--- config.mk ---
export PLATFORM = sky130hd
export DESIGN_NAME = n_queens_solution_counter_flat
export DESIGN_NICKNAME = d
export VERILOG_FILES = /design/src/rtl/nqsc_pkg.sv /design/src/rtl/nqsc_query_if.sv /design/src/rtl/nqsc_result_if.sv /design/src/rtl/nqsc_cfg_if.sv /design/src/rtl/nqsc_cell.sv /design/src/rtl/nqsc_ctrl.sv /design/src/rtl/n_queens_solution_counter.sv /design/src/flat_wrapper.sv
export SDC_FILE = /design/constraint.sdc
export NUM_CORES = 2
export LEC_CHECK = 0
export BUFFER_PORTS_ARGS = -buffer_cell sky130_fd_sc_hd__buf_2
export CELL_PAD_IN_SITES_DETAIL_PLACEMENT = 2
export CELL_PAD_IN_SITES_GLOBAL_PLACEMENT = 2
export CORE_MARGIN = 8
export CORE_UTILIZATION = 49
export DETAILED_ROUTE_END_ITERATION = 12
export GPL_TIMING_DRIVEN = 0
export PLACE_DENSITY_LB_ADDON = 0.1
export SYNTH_ARGS = -nofsm -noshare
export SYNTH_HDL_FRONTEND = slang
export SYNTH_HIERARCHICAL = 1
export SYNTH_SLANG_ARGS = --single-unit
--- constraint.sdc ---
create_clock -name clk -period 10.2 [get_ports clk]
set_clock_uncertainty 0.15 [all_clocks]
set_input_delay 1.02 -clock clk [delete_from_list [all_inputs] [get_ports clk]]
set_output_delay 1.02 -clock clk [all_outputs]
set_load 0.01 [all_outputs]
--- src/rtl/nqsc_pkg.sv ---
`default_nettype none
package nqsc_pkg;

  localparam int MAX_BOARD  = 16;
  localparam int COUNT_BITS = 24;

  localparam int COL_BITS  = 4;
  localparam int SIZE_BITS = 5;
  localparam int ROW_BITS  = $clog2(MAX_BOARD);
  localparam int N_BITS    = $clog2(MAX_BOARD + 1);

  localparam logic [COUNT_BITS-1:0] COUNT_MAX = '1;

  typedef logic [MAX_BOARD-1:0]  mask_t;
  typedef logic [COUNT_BITS-1:0] count_t;

  // occupancy seen by a row, and the columns still open to it
  typedef struct packed {
    mask_t cols;
    mask_t ldiag;
    mask_t rdiag;
    mask_t avail;
  } masks_t;

endpackage
`default_nettype wire

--- src/rtl/nqsc_query_if.sv ---
`default_nettype none
interface nqsc_query_if;
  logic                          valid;
  logic                          ready;
  logic [nqsc_pkg::COL_BITS-1:0] first_col;

  modport source (output valid, output first_col, input ready);
  modport sink   (input valid, input first_col, output ready);
endinterface
`default_nettype wire

--- src/rtl/nqsc_result_if.sv ---
`default_nettype none
interface nqsc_result_if;
  logic                            valid;
  logic                            ready;
  logic [nqsc_pkg::COUNT_BITS-1:0] solution_count;
  logic                            bad_column;

  modport source (output valid, output solution_count, output bad_column, input ready);
  modport sink   (input valid, input solution_count, input bad_column, output ready);
endinterface
`default_nettype wire

--- src/rtl/nqsc_cfg_if.sv ---
`default_nettype none
interface nqsc_cfg_if;
  logic                           valid;
  logic                           ready;
  logic [nqsc_pkg::SIZE_BITS-1:0] data;

  modport source (output valid, output data, input ready);
  modport sink   (input valid, input data, output ready);
endinterface
`default_nettype wire

--- src/rtl/nqsc_cell.sv ---
`default_nettype none
// One board row: holds the attack masks it was entered with, the columns
// still untried, and the queen it placed last. Feeds its successor row.
module nqsc_cell (
  input  wire logic             clk,
  input  wire logic             load,
  input  wire logic             place,
  input  wire nqsc_pkg::mask_t  full,
  input  wire nqsc_pkg::masks_t load_in,
  output nqsc_pkg::masks_t      child,
  output logic                  empty
);

  nqsc_pkg::mask_t cols;
  nqsc_pkg::mask_t ldiag;
  nqsc_pkg::mask_t rdiag;
  nqsc_pkg::mask_t avail;
  nqsc_pkg::mask_t sel;
  nqsc_pkg::mask_t low_bit;

  assign low_bit = avail & (~avail + nqsc_pkg::mask_t'(1));
  assign empty   = (avail == '0);

  always_ff @(posedge clk) begin
    if (load) begin
      cols  <= load_in.cols;
      ldiag <= load_in.ldiag;
      rdiag <= load_in.rdiag;
      avail <= load_in.avail;
    end else if (place) begin
      sel   <= low_bit;
      avail <= avail & ~low_bit;
    end
  end

  always_comb begin
    child.cols  = cols | sel;
    child.ldiag = ((ldiag | sel) << 1) & full;
    child.rdiag = (rdiag | sel) >> 1;
    child.avail = ~(child.cols | child.ldiag | child.rdiag) & full;
  end

endmodule
`default_nettype wire

--- src/rtl/nqsc_ctrl.sv ---
`default_nettype none
// Search sequencer: walks the active row up and down the cell chain,
// counts complete placements and hands the result to the output register.
module nqsc_ctrl (
  input  wire logic                         clk,
  input  wire logic                         rst,
  nqsc_query_if.sink                        query,
  nqsc_result_if.source                     result,
  nqsc_cfg_if.sink                          cfg,
  input  wire logic [nqsc_pkg::MAX_BOARD-1:0] empties,
  output logic [nqsc_pkg::MAX_BOARD-1:0]    load_en,
  output logic [nqsc_pkg::MAX_BOARD-1:0]    place_en,
  output nqsc_pkg::mask_t                   full
);

  typedef enum logic [1:0] {IDLE, LOAD, TRY, FINISH} state_t;

  state_t                          state;
  logic [nqsc_pkg::SIZE_BITS-1:0]  board_size;
  logic [nqsc_pkg::N_BITS-1:0]     n_eff;
  logic [nqsc_pkg::N_BITS-1:0]     n_clamp;
  logic [nqsc_pkg::ROW_BITS-1:0]   row;
  nqsc_pkg::count_t                count;
  logic                            bad;
  nqsc_pkg::mask_t                 full_next;
  logic                            start;
  logic                            last_row;
  logic                            row_empty;

  assign cfg.ready   = 1'b1;
  assign query.ready = (state == IDLE);
  assign start       = query.valid && query.ready;

  always_comb begin
    if (int'(board_size) > nqsc_pkg::MAX_BOARD) begin
      n_clamp = nqsc_pkg::N_BITS'(nqsc_pkg::MAX_BOARD);
    end else begin
      n_clamp = nqsc_pkg::N_BITS'(board_size);
    end
    for (int i = 0; i < nqsc_pkg::MAX_BOARD; i++) begin
      full_next[i] = (i < int'(n_clamp));
    end
  end

  assign row_empty = empties[row];
  assign last_row  = (int'(row) + 1 >= int'(n_eff));

  always_comb begin
    load_en  = '0;
    place_en = '0;
    if (start) begin
      load_en[0] = 1'b1;
    end
    if (state == LOAD) begin
      load_en[row] = 1'b1;
    end
    if (state == TRY && !row_empty) begin
      place_en[row] = 1'b1;
    end
  end

  always_ff @(posedge clk) begin
    if (rst) begin
      state        <= IDLE;
      board_size   <= nqsc_pkg::SIZE_BITS'(8);
      result.valid <= 1'b0;
      row          <= '0;
      count        <= '0;
      bad          <= 1'b0;
    end else begin
      if (cfg.valid && cfg.ready) begin
        board_size <= cfg.data;
      end
      if (result.valid && result.ready && state != FINISH) begin
        result.valid <= 1'b0;
      end
      unique case (state)
        IDLE: begin
          if (start) begin
            n_eff <= n_clamp;
            full  <= full_next;
            row   <= '0;
            count <= '0;
            if (int'(query.first_col) >= int'(n_clamp)) begin
              bad   <= 1'b1;
              state <= FINISH;
            end else begin
              bad   <= 1'b0;
              state <= TRY;
            end
          end
        end
        LOAD: begin
          state <= TRY;
        end
        TRY: begin
          if (row_empty) begin
            if (row == '0) begin
              state <= FINISH;
            end else begin
              row <= row - 1'b1;
            end
          end else if (last_row) begin
            // complete placement; stop outright once the count saturates
            count <= count + 1'b1;
            if (count == nqsc_pkg::COUNT_MAX - 1'b1) begin
              state <= FINISH;
            end
          end else begin
            row   <= row + 1'b1;
            state <= LOAD;
          end
        end
        FINISH: begin
          if (!result.valid || result.ready) begin
            result.valid          <= 1'b1;
            result.solution_count <= count;
            result.bad_column     <= bad;
            state                 <= IDLE;
          end
        end
        default: state <= IDLE;
      endcase
    end
  end

endmodule
`default_nettype wire

--- src/rtl/n_queens_solution_counter.sv ---
`default_nettype none
// N-queens solution counter. Each query transfer carries a first-row column;
// one result transfer returns the number of complete placements with that
// first-row queen (saturating) and a bad_column flag when the column is not
// below the board size. The board size (0..16, reset 8, larger values act
// as 16) is written on the cfg channel while the block is idle; the user is
// bound to this, and the block itself does not enforce it. The search runs
// over a chain of row cells: each try either places a column or backs up
// one row, and descending to the next row first places the queen, then
// loads the next cell. A bad column skips the search. A new query is taken
// while the previous result still waits on the result channel.
module n_queens_solution_counter (
  input  wire logic     clk,
  input  wire logic     rst,
  nqsc_query_if.sink    query,
  nqsc_result_if.source result,
  nqsc_cfg_if.sink      cfg
);

  logic [nqsc_pkg::MAX_BOARD-1:0] empties;
  logic [nqsc_pkg::MAX_BOARD-1:0] load_en;
  logic [nqsc_pkg::MAX_BOARD-1:0] place_en;
  nqsc_pkg::mask_t                full;
  nqsc_pkg::masks_t               child [nqsc_pkg::MAX_BOARD];
  nqsc_pkg::masks_t               seed;

  // row 0 is entered with only the requested column open
  always_comb begin
    seed.cols  = '0;
    seed.ldiag = '0;
    seed.rdiag = '0;
    seed.avail = nqsc_pkg::mask_t'(1) << query.first_col;
  end

  nqsc_ctrl u_ctrl (
    .clk      (clk),
    .rst      (rst),
    .query    (query),
    .result   (result),
    .cfg      (cfg),
    .empties  (empties),
    .load_en  (load_en),
    .place_en (place_en),
    .full     (full)
  );

  for (genvar i = 0; i < nqsc_pkg::MAX_BOARD; i++) begin : g_row
    if (i == 0) begin : g_first
      nqsc_cell u_cell (
        .clk     (clk),
        .load    (load_en[i]),
        .place   (place_en[i]),
        .full    (full),
        .load_in (seed),
        .child   (child[i]),
        .empty   (empties[i])
      );
    end else begin : g_next
      nqsc_cell u_cell (
        .clk     (clk),
        .load    (load_en[i]),
        .place   (place_en[i]),
        .full    (full),
        .load_in (child[i-1]),
        .child   (child[i]),
        .empty   (empties[i])
      );
    end
  end

endmodule
`default_nettype wire

--- src/flat_wrapper.sv ---
// flat-port wrapper written by rule: the top's interface ports become plain ports
module n_queens_solution_counter_flat 
  (clk, rst, query_valid, query_first_col, query_ready, result_valid, result_solution_count, result_bad_column, result_ready, cfg_valid, cfg_data, cfg_ready);
  nqsc_query_if query_i ();
  nqsc_result_if result_i ();
  nqsc_cfg_if cfg_i ();
  input  wire logic clk;
  input  wire logic rst;
  input wire logic [$bits(query_i.valid)-1:0] query_valid;
  input wire logic [$bits(query_i.first_col)-1:0] query_first_col;
  output wire logic [$bits(query_i.ready)-1:0] query_ready;
  output wire logic [$bits(result_i.valid)-1:0] result_valid;
  output wire logic [$bits(result_i.solution_count)-1:0] result_solution_count;
  output wire logic [$bits(result_i.bad_column)-1:0] result_bad_column;
  input wire logic [$bits(result_i.ready)-1:0] result_ready;
  input wire logic [$bits(cfg_i.valid)-1:0] cfg_valid;
  input wire logic [$bits(cfg_i.data)-1:0] cfg_data;
  output wire logic [$bits(cfg_i.ready)-1:0] cfg_ready;
  assign query_i.valid = query_valid;
  assign query_i.first_col = query_first_col;
  assign query_ready = query_i.ready;
  assign result_valid = result_i.valid;
  assign result_solution_count = result_i.solution_count;
  assign result_bad_column = result_i.bad_column;
  assign result_i.ready = result_ready;
  assign cfg_i.valid = cfg_valid;
  assign cfg_i.data = cfg_data;
  assign cfg_ready = cfg_i.ready;
  n_queens_solution_counter u_core (.clk(clk), .rst(rst), .query(query_i), .result(result_i), .cfg(cfg_i));
endmodule
==> flow_metrics.py <==
metrics = {
    "detailed_routing": {
        "wl_met3_um": 8250,
        "dr_wl_met2_um": 106000,
        "drt_iter0_drc": 2856,
        "wirelength_um": 193000,
        "firstDrtPassIters": 5,
        "drc": 0,
        "routedWlPerCell_um": 31.6,
        "antenna_left": 0,
        "routed_via_density": 6.12,
        "top_layer_used": "met4",
        "vias": 37426,
        "wl_met1_um": 71600,
    },
    "sta": {
        "hold_viol_final": 0,
        "rsz0062_at_grt": "false",
        "min_period_ps": 5580,
        "slew_violations": 0,
        "clock.fmax_ghz": 0.179,
        "fin_crit_sh_pct": 54.7,
        "setup_viol": 0,
        "relSlewSlack_pct": 12.0,
        "worstMarginPinSlew_ps": 1320,
        "fin_tns_setup_ps": 0,
    },
    "clock_tree": {
        "numCtsBuffers": 139,
        "clock_sinks": 1268,
        "tritoncts": "yes",
        "cts_setup_buffers": 0,
        "cts_resized": 0,
        "insertion_delay_ps": 750,
        "cts_buffer_depth": 3,
        "root_buffer": "clkbuf_16",
        "htree_levels": 4,
        "clk_pin_slew_ps": 60,
        "hold_buffers": 0,
    },
    "min_path": {
        "min_from": "u_core/u_ctrl/bad",
        "hp-class": "reg2reg",
    },
    "worst_setup_path": {
        "critPathKind": "reg2reg",
        "critical_path_arrival_ps": 6080,
        "r2r-start": "u_core/g_row[0].g_first.u_cell/avail[2]",
        "endpoint_kind": "flop",
        "cp_slowest_cell": "nor3_1",
        "start_kind": "flop",
        "slowest_delay_ps": 870,
        "crit_fanout": 10,
        "startpoint": "u_core/g_row[0].g_first.u_cell/avail[2]",
        "cp_cell_sequence": "nor4_4, and4b_1, buf_4, nand3_2, nor2_1, mux2i_1, a22o_1, nor3_1, nor2_1, inv_1, ha_1, a21o_1, a21oi_1, nand2_1, or3_1, a31o_2, a21oi_1",
        "critPathRequiredTime_ps": 10700,
        "worst-r2r-setup-slack_ps": 4620,
    },
    "power": {
        "p_per_area_nw_per_um2": 178,
        "p_leak_uw": 0.0209,
        "ir_drop_uv": 179,
    },
    "run": {
        "drv_cap": 0,
    },
    "die": {
        "die_h_um": 350,
        "die_w_um": 350,
        "coreArea_um2": 111000,
        "dieArea_um2": 123000,
        "row_count": 122,
        "io_pins": 42,
        "start_util_pct": 49.4,
    },
    "logic_synthesis": {
        "syn_area_per_cell_um2": 12.9,
        "syn_inst": 4253,
        "ys.warnings.count": 6,
        "netlist_area_um2": 54700,
    },
    "global_routing": {
        "grt_remaining_overflow": 0,
        "antenna_found_initial": 2,
        "grt_max_degree": 43,
        "grt_pass1_wl_um": 287000,
        "grt_usage_pct": 31.3,
        "grt_pass1_vias": 42412,
    },
    "place": {
        "port_buffers": 38,
        "gp_congestion": 0.790,
        "dpl.cell_count": 5881,
        "dp.final_hpwl_um": 128000,
    },
    "final_layout": {
        "fin_cells": 6113,
        "layout-drive-gt1-share_pct": 14.3,
        "final_nets": 4567,
        "area_delta_synth_final_pct": 13.7,
    },
    "outcome": {
        "status": "complete, no violations",
    },
}
-- cells in the final DEF (no fill, tap or decap), types with 17 or more instances in the layout --
master        n
edfxtp_1   1231
nand2_1     473
nor2_1      376
inv_1       276
or2_2       272
nor4_1      214
o21a_1      196
o21ai_0     177
clkbuf_16   145
and2_1      106
clkbuf_1    101
nor3_1       85
nand2b_1     76
conb_1       75
mux2i_1      54
buf_4        51
a21oi_1      47
nor4b_1      45
buf_2        38
dfxtp_1      37
and4b_1      35
nor3b_1      34
nand3b_1     32
and3b_1      30
clkinv_1     27
o31ai_1      26
and3_1       23
nor2b_1      23
buf_16       23
nand3_1      19
a31oi_1      18
a22o_1       17
ha_1         17
-- state kept, by name, indices dropped and copies added (netlist names), 2 cells and up --
name                                 cells
u_core/u_ctrl/board_size                 5
u_core/u_ctrl/count                     24
u_core/g_row.g_first.u_cell/rdiag       15
u_core/u_ctrl/row                        4
u_core/g_row.g_next.u_cell/sel         224
u_core/u_ctrl/n_eff                      4
u_core/g_row.g_first.u_cell/ldiag       15
u_core/g_row.g_first.u_cell/avail       16
u_core/g_row.g_next.u_cell/cols        224
u_core/u_ctrl/full                      16
u_core/g_row.g_next.u_cell/ldiag       210
u_core/g_row.g_next.u_cell/avail       240
u_core/u_ctrl/result.solution_count     24
u_core/g_row.g_first.u_cell/sel         16
u_core/u_ctrl/state                      2
u_core/g_row.g_next.u_cell/rdiag       210
u_core/g_row.g_first.u_cell/cols        16
-- power breakdown --
| part | internal (uW) | switching [uW] | total, uW |
|---|---|---|---|
| logic | 138 | 279 | 416 |
| clock network | 2700 | 2120 | 4820 |
| registers | 5760 | 89.5 | 5850 |
-- path summary, 6_finish.rpt --
kind                                                   endpoint  cells after the start
worst min register to register  u_core/u_ctrl/result.bad_column                      0
worst max-delay path                       u_core/u_ctrl/row[3]                     17
worst min-delay path            u_core/u_ctrl/result.bad_column                      0
worst max register to register             u_core/u_ctrl/row[3]                     17
-- per-layer routing --
layer	vias to the layer above	global-route usage, %
met5	-	0
met2	1252	59.7
met1	19746	35.4
met3	441	4.12
li1	15987	-
met4	0	11.5
-- per-stage QoR --
| step | total power [uW] | worst slack, ps | hold WS, ps | area (um^2) | utilization (%) |
|---|---|---|---|---|---|
| final | 11100 | 4620 | 308 | 62100 | 56.2 |
| after global routing | 11300 | 4450 | 330 | 62100 | 56.2 |
| after CTS | 11200 | 4730 | 310 | 62100 | 56.1 |
| after detailed placement | 6340 | 4980 | 275 | 58000 | 52.4 |
| after global placement | 6270 | 3790 | 276 | 56900 | 51.5 |
| after floorplan | 6120 | 5610 | 259 | 54900 | - |
-- final cells by class --
type,count,area [um^2]
fillers,10086,48500
repair buffers,82,1200
clock inverters,47,302
multi-input cells,2647,15500
flip-flops and latches,1268,37700
clock buffers,183,3810
diodes,1,2.50
well taps,1488,1860
inverters,276,1040
plain buffers,121,672
-- worst max-delay path, delay by kind of cell, from the launching register on --
family	cells	cell delay, ps
and+or+nand+nor	8	2730
AOI/OAI and AO/OA	5	1240
DFF	1	500
buffers and inverters	2	410
adders and majority gates	1	270
muxes	1	170
Power figures use the tool's default switching activity.
